--- src/rtl/core/rpb_pkg.sv ---
// Shared types, codes and helpers of the reorder and pacing buffer
package rpb_pkg;

  localparam int SEQ_W   = 16;
  localparam int STAMP_W = 32;
  localparam int LAT_W   = 40;
  localparam int JIT_W   = 24;
  localparam int LEVEL_W = 6;
  localparam int STAT_W  = 3;
  localparam int CFG_IDX_W = 1;
  localparam int GAP_W   = 41;
  localparam int TICKS_PER_STAMP = 300;

  localparam logic [LAT_W-1:0] LATENCY_RST = LAT_W'(5400000);
  localparam logic [JIT_W-1:0] JITTER_RST  = JIT_W'(27000);

  // Result status codes
  localparam logic [STAT_W-1:0] STAT_NONE      = 3'd0;
  localparam logic [STAT_W-1:0] STAT_RELEASED  = 3'd1;
  localparam logic [STAT_W-1:0] STAT_QUEUED    = 3'd2;
  localparam logic [STAT_W-1:0] STAT_DROP_BAD  = 3'd3;
  localparam logic [STAT_W-1:0] STAT_DROP_FULL = 3'd4;

  // Configuration register indexes
  localparam logic [CFG_IDX_W-1:0] CFG_LATENCY = 1'b0;
  localparam logic [CFG_IDX_W-1:0] CFG_JITTER  = 1'b1;

  // Item kind decided by the front end
  typedef enum logic [1:0] {
    KIND_TICK,
    KIND_ARRIVE,
    KIND_BAD
  } item_kind_e;

  // True when sequence a goes before sequence b, modulo 2^16
  function automatic logic seq_before(input logic [SEQ_W-1:0] a,
                                      input logic [SEQ_W-1:0] b);
    logic [SEQ_W-1:0] m;
    logic             r;
    m = a - b;
    if (m == '0) begin
      r = 1'b0;
    end else if (m == 16'h8000) begin
      r = (a > b);
    end else begin
      r = m[SEQ_W-1];
    end
    return r;
  endfunction

endpackage

--- src/rtl/core/rpb_front.sv ---
// Front end: accepts items, classifies them and holds them in a two-entry queue
module rpb_front #(
  parameter int TAG_BITS  = 10,
  parameter int TIME_BITS = 48
) (
  input  logic                         clk_i,
  input  logic                         rst_ni,
  input  logic                         in_valid_i,
  output logic                         in_ready_o,
  input  logic                         in_op_i,
  input  logic [TIME_BITS-1:0]         in_now_i,
  input  logic [TAG_BITS-1:0]          in_tag_i,
  input  logic [rpb_pkg::SEQ_W-1:0]    in_seq_i,
  input  logic [rpb_pkg::STAMP_W-1:0]  in_stamp_i,
  input  logic                         in_hdr_ok_i,
  output logic                         q_valid_o,
  input  logic                         q_pop_i,
  output rpb_pkg::item_kind_e          q_kind_o,
  output logic [TIME_BITS-1:0]         q_now_o,
  output logic [TAG_BITS-1:0]          q_tag_o,
  output logic [rpb_pkg::SEQ_W-1:0]    q_seq_o,
  output logic [rpb_pkg::STAMP_W-1:0]  q_stamp_o
);
  import rpb_pkg::*;

  item_kind_e           kind_q  [2];
  logic [TIME_BITS-1:0] now_q   [2];
  logic [TAG_BITS-1:0]  tag_q   [2];
  logic [SEQ_W-1:0]     seq_q   [2];
  logic [STAMP_W-1:0]   stamp_q [2];
  logic                 wr_ptr_q, wr_ptr_d;
  logic                 rd_ptr_q, rd_ptr_d;
  logic [1:0]           cnt_q, cnt_d;
  item_kind_e           kind_in;
  logic                 push;

  // Classify the incoming item
  always_comb begin
    if (!in_op_i) begin
      kind_in = KIND_TICK;
    end else if (in_hdr_ok_i) begin
      kind_in = KIND_ARRIVE;
    end else begin
      kind_in = KIND_BAD;
    end
  end

  assign in_ready_o = (cnt_q != 2'd2);
  assign push       = in_valid_i && in_ready_o;
  assign q_valid_o  = (cnt_q != 2'd0);

  // Advance pointers and fill level
  always_comb begin
    wr_ptr_d = wr_ptr_q ^ push;
    rd_ptr_d = rd_ptr_q ^ q_pop_i;
    cnt_d    = cnt_q + 2'(push) - 2'(q_pop_i);
  end

  always_ff @(posedge clk_i or negedge rst_ni) begin
    if (!rst_ni) begin
      wr_ptr_q <= 1'b0;
      rd_ptr_q <= 1'b0;
      cnt_q    <= 2'd0;
    end else begin
      wr_ptr_q <= wr_ptr_d;
      rd_ptr_q <= rd_ptr_d;
      cnt_q    <= cnt_d;
    end
  end

  // Store the item in the queue slot
  always_ff @(posedge clk_i) begin
    if (push) begin
      kind_q[wr_ptr_q]  <= kind_in;
      now_q[wr_ptr_q]   <= in_now_i;
      tag_q[wr_ptr_q]   <= in_tag_i;
      seq_q[wr_ptr_q]   <= in_seq_i;
      stamp_q[wr_ptr_q] <= in_stamp_i;
    end
  end

  assign q_kind_o  = kind_q[rd_ptr_q];
  assign q_now_o   = now_q[rd_ptr_q];
  assign q_tag_o   = tag_q[rd_ptr_q];
  assign q_seq_o   = seq_q[rd_ptr_q];
  assign q_stamp_o = stamp_q[rd_ptr_q];

endmodule

--- config.mk ---
export PLATFORM = sky130hd
export DESIGN_NAME = rpb_front
export DESIGN_NICKNAME = d
export VERILOG_FILES = /design/src/rtl/core/rpb_pkg.sv /design/src/rtl/core/rpb_front.sv
export SDC_FILE = /design/constraint.sdc
export NUM_CORES = 1
export LEC_CHECK = 0
export BUFFER_PORTS_ARGS = -buffer_cell sky130_fd_sc_hd__buf_2
export CELL_PAD_IN_SITES_DETAIL_PLACEMENT = 0
export CELL_PAD_IN_SITES_GLOBAL_PLACEMENT = 1
export CORE_MARGIN = 3
export CORE_UTILIZATION = 44
export CTS_BUF_LIST = sky130_fd_sc_hd__clkbuf_16
export CTS_CLUSTER_SIZE = 28
export DETAILED_ROUTE_END_ITERATION = 6
export PLACE_DENSITY = 0.84
export SKIP_CTS_REPAIR_TIMING = 1
export SLEW_MARGIN = 20
export SYNTH_ARGS = -nofsm -noshare
export SYNTH_HDL_FRONTEND = slang
export SYNTH_SLANG_ARGS = --single-unit
--- constraint.sdc ---
create_clock -name clk_i -period 8.1 [get_ports clk_i]
set_input_delay 0.405 -clock clk_i [delete_from_list [all_inputs] [get_ports clk_i]]
set_output_delay 0.405 -clock clk_i [all_outputs]
set_load 0.005 [all_outputs]
### Yosys cells after proc, flatten, opt, wreduce, memory -nomap -nowiden

Memory sizes are Yosys's and may differ from the RTL's.
Index checks and enable logic that the tools add are counted.

| word-level totals | value |
|---|---|
| register bits | 4 |
| memory bits (writable) | 216 |
| input bits | 112 |
| output and inout port bits | 110 |
| word-level logic and storage cells | 19 |
| memories kept | 5 |

| operators by class | value |
|---|---|
| add/sub/neg operators | 2 |
| equal/unequal tests | 1 |
| mux-type cells | 4 |
| bitwise operators | 2 |
| reductions and logical operators | 2 |

Memory list:

| name | depth | bits a word | rd ports | clocked after Yosys merged registers in | wr ports | RTL line | source |
|---|---|---|---|---|---|---|---|
| now_q | 2 | 48 | 1 | 0 | 1 | rpb_front.sv:27 | `logic [TIME_BITS-1:0] now_q [2];` |
| stamp_q | 2 | 32 | 1 | 0 | 1 | rpb_front.sv:30 | `logic [STAMP_W-1:0] stamp_q [2];` |
| seq_q | 2 | 16 | 1 | 0 | 1 | rpb_front.sv:29 | `logic [SEQ_W-1:0] seq_q [2];` |
| tag_q | 2 | 10 | 1 | 0 | 1 | rpb_front.sv:28 | `logic [TAG_BITS-1:0] tag_q [2];` |
| kind_q | 2 | 2 | 1 | 0 | 1 | rpb_front.sv:26 | `item_kind_e kind_q [2];` |

Operator list:

| operator | count |
|---|---|
| $mux 2 | 2 |
| $add 2x1->2 | 1 |
| $mux 1 | 2 |
| $ne 2x2->1 const B | 1 |
| $reduce_bool 2->1 | 1 |
| $sub 2x1->2 | 1 |
| $xor 1x1->1 | 2 |
| $logic_and 1x1->1 | 1 |

### Depth between registers and ports, before layout

Gate-level depths: netlist of the first run.

| depth | value |
|---|---|
| depth in word-level cells | 4 |
| mapped depth | 5 |
| depth with buffers taken out | 5 |

### Worst setup path after synthesis of the first run

No wires, ideal clock.

| timing path | value |
|---|---|
| path type | reg2reg |
| start point | register cnt_q[0] |
| end point | memory kind_q[1][0] (netlist bit) (enable) |
| library setup time | 576 ps |
| arrival | 5094 ps |
| required time | 7524 ps |
| setup slack | 2430 ps |
| cell stages (with the launch flop) | 4 |
| buffers on the path | 0 |
| clock period less this slack | 5670 ps |
| cell sequence | dfrtp_1 -> nand2b_1 -> nand2_1 -> nor2_1 |

| between the ends | value |
|---|---|
| word-level cells in the longest chain between the ends | 4 |

RTL lines:

| item | RTL line | source |
|---|---|---|
| from (decl) | rpb_front.sv:33 | `logic [1:0] cnt_q, cnt_d;` |
| from (signal assigned) | rpb_front.sv:67 | `cnt_q <= cnt_d;` |
| $ne 2x2->1 | rpb_front.sv:48 | `assign in_ready_o = (cnt_q != 2'd2);` |
| via in_ready_o | rpb_front.sv:9 | `output logic in_ready_o,` |
| $logic_and 1x1->1 | rpb_front.sv:49 | `assign push = in_valid_i && in_ready_o;` |
| $mux 1 | rpb_front.sv:73 | `if (push) begin` |
| $mux 1 (implied by the code) | rpb_front.sv:74 | `kind_q[wr_ptr_q] <= kind_in;` |
| to (decl) | rpb_front.sv:26 |  |

The timed path passes the listed nets, and every way through them passes these cells.

### Worst setup path in the final report of the first run

| timing path | value |
|---|---|
| start point | register rd_ptr_q |
| end point | output port q_now_o[2] |

| between the ends | value |
|---|---|
| word-level cells in the longest chain between the ends | 1 |

RTL lines:

| item | RTL line | source |
|---|---|---|
| from (decl) | rpb_front.sv:32 | `logic rd_ptr_q, rd_ptr_d;` |
| from (signal assigned) | rpb_front.sv:66 | `rd_ptr_q <= rd_ptr_d;` |
| $mem_v2 2x48 | -- |  |
| to (decl) | rpb_front.sv:19 | `output logic [TIME_BITS-1:0] q_now_o,` |

No other way between the ends.

==> metrics.yaml, run 1 <==
synthesis:
  synth_ff_type: "edfxtp_1"
  synth-edff-count: 216
  synth_most_common_cell: "edfxtp_1"
  seq_area_frac_synth: 0.820
  synth.area.top_cells: "edfxtp_1 (81%), mux2_2 (14%), mux2_4 (1.9%)"
  synth_top_cell_by_area: "edfxtp_1"
  syn_nets: 471
  async_flop_share: 0.0182
  syn_inst: 357
  yosys-top-cells-count: "edfxtp_1 (216), mux2_2 (98), mux2_4 (10)"
  netlist_area_um2: 8040
  synth-seq-cells: 220
  syn_area_per_cell_um2: 22.5
  synth_cell_types: 19
  yosys_warnings: 0
  netlist.area_leader.share: 0.807
detailed_routing:
  num_vias: 4132
  drc: 0
  ant_nets: 0
  vias_per_cell: 4.94
  wirelength_mm: 15.0
  first_pass_iters: 4
  wl_per_cell_um: 17.9
  drtIter0Drc: 189
setup_path:
  critPathKind: "register to output port"
  crit_arrival_ps: 2760
  startpoint_type: "register"
  required_ps: 7700
  r2r-start: "cnt_q[0]"
  end_kind: "output port"
  path_max_fanout: 58
  startpoint: "rd_ptr_q"
place:
  gp_congestion: 0.737
  dp_hpwl_mm: 9.86
  io_buffers: 221
  dp.cells: 794
power_and_ir_drop:
  p_switching_uw: 942
  p_int_mw: 2.61
  peakVddDrop_mv: 0.233
  p_sw_frac: 0.265
  p_seq_frac: 0.468
  leakage_nw: 3.85
  combinationalPowerShare: 0.257
  clkPwrFrac: 0.275
  p_per_area_nw_per_um2: 351
hold_path:
  hold_path.class: "input pin to register"
  hp-start: "in_now_i[34]"
timing:
  finalClockSkew_ps: 21.2
  period_minus_slack_ps: 3170
  grt_setup_unrepaired: "no"
  clock.fmax_mhz: 315
  whs_ps: 86.4
  worst_slew_pin_slew_ps: 854
  relSlewSlack: 0.430
  slew_violations: 0
  fin_setup_tns_ps: 0
  setup_viol: 0
  hold_viol: 0
  fin_crit_sh: 0.391
clock_tree:
  cts_tree: "built"
  htree_levels: 1
  cts_made_buffers: 23
  clkTransAtPathRegs_ps: 60
  numClockSinks: 220
  clk_latency_ps: 500
  root_buffer: "clkbuf_16"
  cts_buffer_depth: 3
cells_and_area:
  utilization: 0.576
  antenna_cells: 0
  fin_cells: 837
  drive_gt1_frac: 0.598
  syn_to_final_growth_pct: 26.1
  n_fill_cell: 1349
  final_nets: 710
floorplan:
  die_h_um: 141
  boundaryPins: 222
  start_util: 0.457
  die_width_um: 141
  core_region_area_um2: 17600
  die-area_um2: 19900
  placementRows: 48
job:
  maxCapViolations: 0
grt:
  grt_pass1_vias: 4469
  antenna_found_initial: 2
  grt_usage: 0.146
  grt_pass1_wl_mm: 23.3
  grt_max_degree: 81
  overflow: 0
run_status:
  status: "finished clean"
==> cells in the final DEF (no fill, tap or decap), drive strengths merged, types with 2 or more instances in the layout <==
cell type | synthesis | final
buf | 12 | 225
edfxtp | 216 | 216
mux2 | 108 | 108
clkbuf | 0 | 23
inv | 3 | 12
clkinv | 0 | 7
dfrtp | 4 | 4
xnor2 | 2 | 2
bufinv | 0 | 2
ha | 2 | 2
==> per-layer routing <==
metal | track usage | share of wire | vias to the layer above
met3 | 0.0546 | 0.092 | 32
met4 | 0.0337 | 0.022 | 4
met2 | 0.253 | 0.51 | 163
met5 | 0 | 0.0015 | -
met1 | 0.173 | 0.38 | 2030
li1 | - | - | 1903
==> worst max-delay path, stage by stage, from the launching register on <==
cell and delay (ps):
dfrtp_4 900, buf_4 760, mux2_2 420, buf_2 130
==> power groups by stage <==
stage               clock network, mW  registers [mW]  logic, mW
floorplan                           0            1.65      0.594
global placement                    0            1.67      0.915
detailed placement                  0            1.69      0.926
CTS                              1.00            1.67      0.932
global route                     1.05            1.69      0.998
finish                          0.976            1.66      0.914
==> logic make-up after synthesis <==
| group | count (synthesis) | synth area share |
|---|---|---|
| adders and majority gates | 2 | 0.00311 |
| buffers and inverters | 15 | 0.0112 |
| xor gates and xnor gates | 3 | 0.00327 |
| AOI/OAI and AO/OA | 2 | 0.00187 |
| muxes | 108 | 0.156 |
| and+or+nand+nor | 7 | 0.00498 |
| DFF | 220 | 0.820 |
==> layout make-up <==
class	count	area, µm²	share of cell area
multi-input combinational	122	1380	0.136
tap	225	282	0.0278
clock inverter	18	134	0.0132
timing repair buffer	226	1160	0.114
clock buffer	23	576	0.0568
inverter	3	11.3	0.00111
sequential	220	6590	0.650
==> final timing paths <==
path,cells after the start,slack (ps),to
setup / recovery,3,4930,q_now_o[2]
hold / removal,1,90,now_q[0][34]
setup reg to reg,5,5430,stamp_q[1][27]
hold reg to reg,1,560,cnt_q[0]
max in group asynchronous,2,7690,rd_ptr_q
min in group asynchronous,2,270,rd_ptr_q
==> registers in the layout, indices dropped and copies added (netlist names) <==
name      cells
seq_q        32
tag_q        20
kind_q        4
stamp_q      64
wr_ptr_q      1
now_q        96
cnt_q         2
rd_ptr_q      1
==> metrics by stage <==
| stage | setup WS (ps) | area [µm²] | total power, mW |
|---|---|---|---|
| finish | 4930 | 10100 | 3.55 |
| global route | 4760 | 10100 | 3.74 |
| CTS | 4850 | 10100 | 3.61 |
| detailed placement | 5310 | 9390 | 2.62 |
| global placement | 5400 | 9390 | 2.59 |
| floorplan | 2430 | 8040 | 2.25 |
Note: power is estimated with default switching activity, not from simulation.
==> run 2: changes to the inputs <==
CORE_UTILIZATION = 40   (was 44)
PLACE_DENSITY = 0.81   (was 0.84)
clock period = 2.6 ns   (was 8.1 ns; I/O delays follow)
==> metrics.yaml, run 2 (synthesis results as in run 1) <==
timing:
  fin_crit_sh: 0.893
  worst_slew_pin_slew_ps: 751
  relSlewSlack: 0.500
  setup_viol: 0
  clock.fmax_mhz: 431
  hold_viol: 0
  finalClockSkew_ps: 7.31
  slew_violations: 0
  period_minus_slack_ps: 2320
  grt_setup_unrepaired: "no"
  fin_setup_tns_ps: 0
detailed_routing:
  wl_met1_mm: 6.61
  wirelength_mm: 17.1
  wl_per_cell_um: 17.3
  num_vias: 4578
  drc: 0
  wl_met3_mm: 1.12
  route.met2.wl_mm: 8.95
  ant_nets: 0
  top_layer_used: "met4"
  drtIter0Drc: 156
  vias_per_cell: 4.65
  first_pass_iters: 4
clock_tree:
  numClockSinks: 220
  root_buffer: "clkbuf_16"
  htree_levels: 1
  cts_tree: "built"
  clkTransAtPathRegs_ps: 50
  clk_latency_ps: 490
  cts_buffer_depth: 3
  cts_made_buffers: 23
cells_and_area:
  antenna_cells: 0
  final_common_cell: "buf_2"
  syn_to_final_growth_pct: 40.2
  drive_gt1_frac: 0.516
  utilization: 0.575
  layout_common_cells: "buf_2 (221), edfxtp_1 (216), dlygate4sd3_1 (111)"
  fin_cells: 984
  final_nets: 825
  stdcell_area_um2: 11300
  largest_register: "now_q"
  n_fill_cell: 1479
  reg.largest.list: "now_q x96, stamp_q x64, seq_q x32"
  largest_register_ff_count: 96
job:
  maxCapViolations: 0
setup_path:
  end_kind: "output port"
  critPathKind: "register to output port"
  crit_arrival_ps: 2190
  required_ps: 2470
  path_max_fanout: 48
  startpoint_type: "register"
grt:
  overflow: 0
  grt_pass1_vias: 4484
  grt_max_degree: 56
  antenna_found_initial: 0
  grt_pass1_wl_mm: 23.1
  grt_usage: 0.133
floorplan:
  placementRows: 51
  die-area_um2: 21800
  start_util: 0.410
  die_h_um: 148
  core_region_area_um2: 19600
  die_width_um: 148
  boundaryPins: 222
place:
  dp_hpwl_mm: 10.4
  placed_area_um2: 9540
  dp.cells: 840
  io_buffers: 221
  gp_congestion: 0.722
hold_path:
  hold_path.class: "input pin to register"
power_and_ir_drop:
  peakVddDrop_mv: 0.631
  p_per_area_nw_per_um2: 985
  leakage_nw: 4.30
run_status:
  status: "finished clean"
[run 2: cell count changes in the layout (fill, tap and decap cells not counted), sizes merged]
cell / before / now
dlygate4sd3: 1 / 111
inv: 12 / 6
buf: 225 / 230
bufinv: 2 / 0
[run 2: where the power goes]
part	total (mW)	internal [mW]	switching, mW
Clock	2.76	1.57	1.19
Combinational	3.14	1.68	1.45
Sequential	5.20	4.85	0.346
Total	11.1	8.11	2.99
[run 2: cell type report]
cell class / count / area (µm²) / area share
well taps: 265 / 332 / 0.0294
clock inverters: 10 / 41.3 / 0.00366
flip-flops and latches: 220 / 6590 / 0.585
repair buffers: 341 / 2320 / 0.206
clock buffers: 23 / 576 / 0.0511
inverters: 3 / 11.3 / 0.000999
multi-input cells: 122 / 1400 / 0.124
[run 2: per-stage QoR]
step / setup WS [ps] / hold WS [ps] / power [mW]
finish: 278 / 102 / 11.1
detailed placement: 749 / -57.5 / 8.29
global route: 181 / 112 / 11.7
CTS: 250 / -584 / 11.1
floorplan: 8.49 / -166 / 6.95
global placement: 807 / -58.6 / 8.19
[run 2: path summary, 6_finish.rpt]
path	start	endpoint	slack (ps)	cells past startpoint
worst min register to register	cnt_q[0]	cnt_q[0]	570	1
max in group asynchronous	rst_ni	rd_ptr_q	1870	3
min in group asynchronous	rst_ni	cnt_q[0]	540	3
worst max-delay path	rd_ptr_q	q_stamp_o[1]	280	3
worst max register to register	cnt_q[0]	stamp_q[0][29]	760	5
worst min-delay path	in_valid_i	cnt_q[1]	100	4
[run 2: critical path, cell delays in order (launching register included)]
cell and delay [ps]:
dfrtp_4 880, buf_12 280, mux2_2 370, buf_2 130
[run 2: per-layer routing]
layer | up-vias | track usage
li1 | 2120 | -
met4 | 0 | 0.0429
met3 | 36 | 0.0402
met2 | 170 | 0.235
met1 | 2252 | 0.156
met5 | - | 0
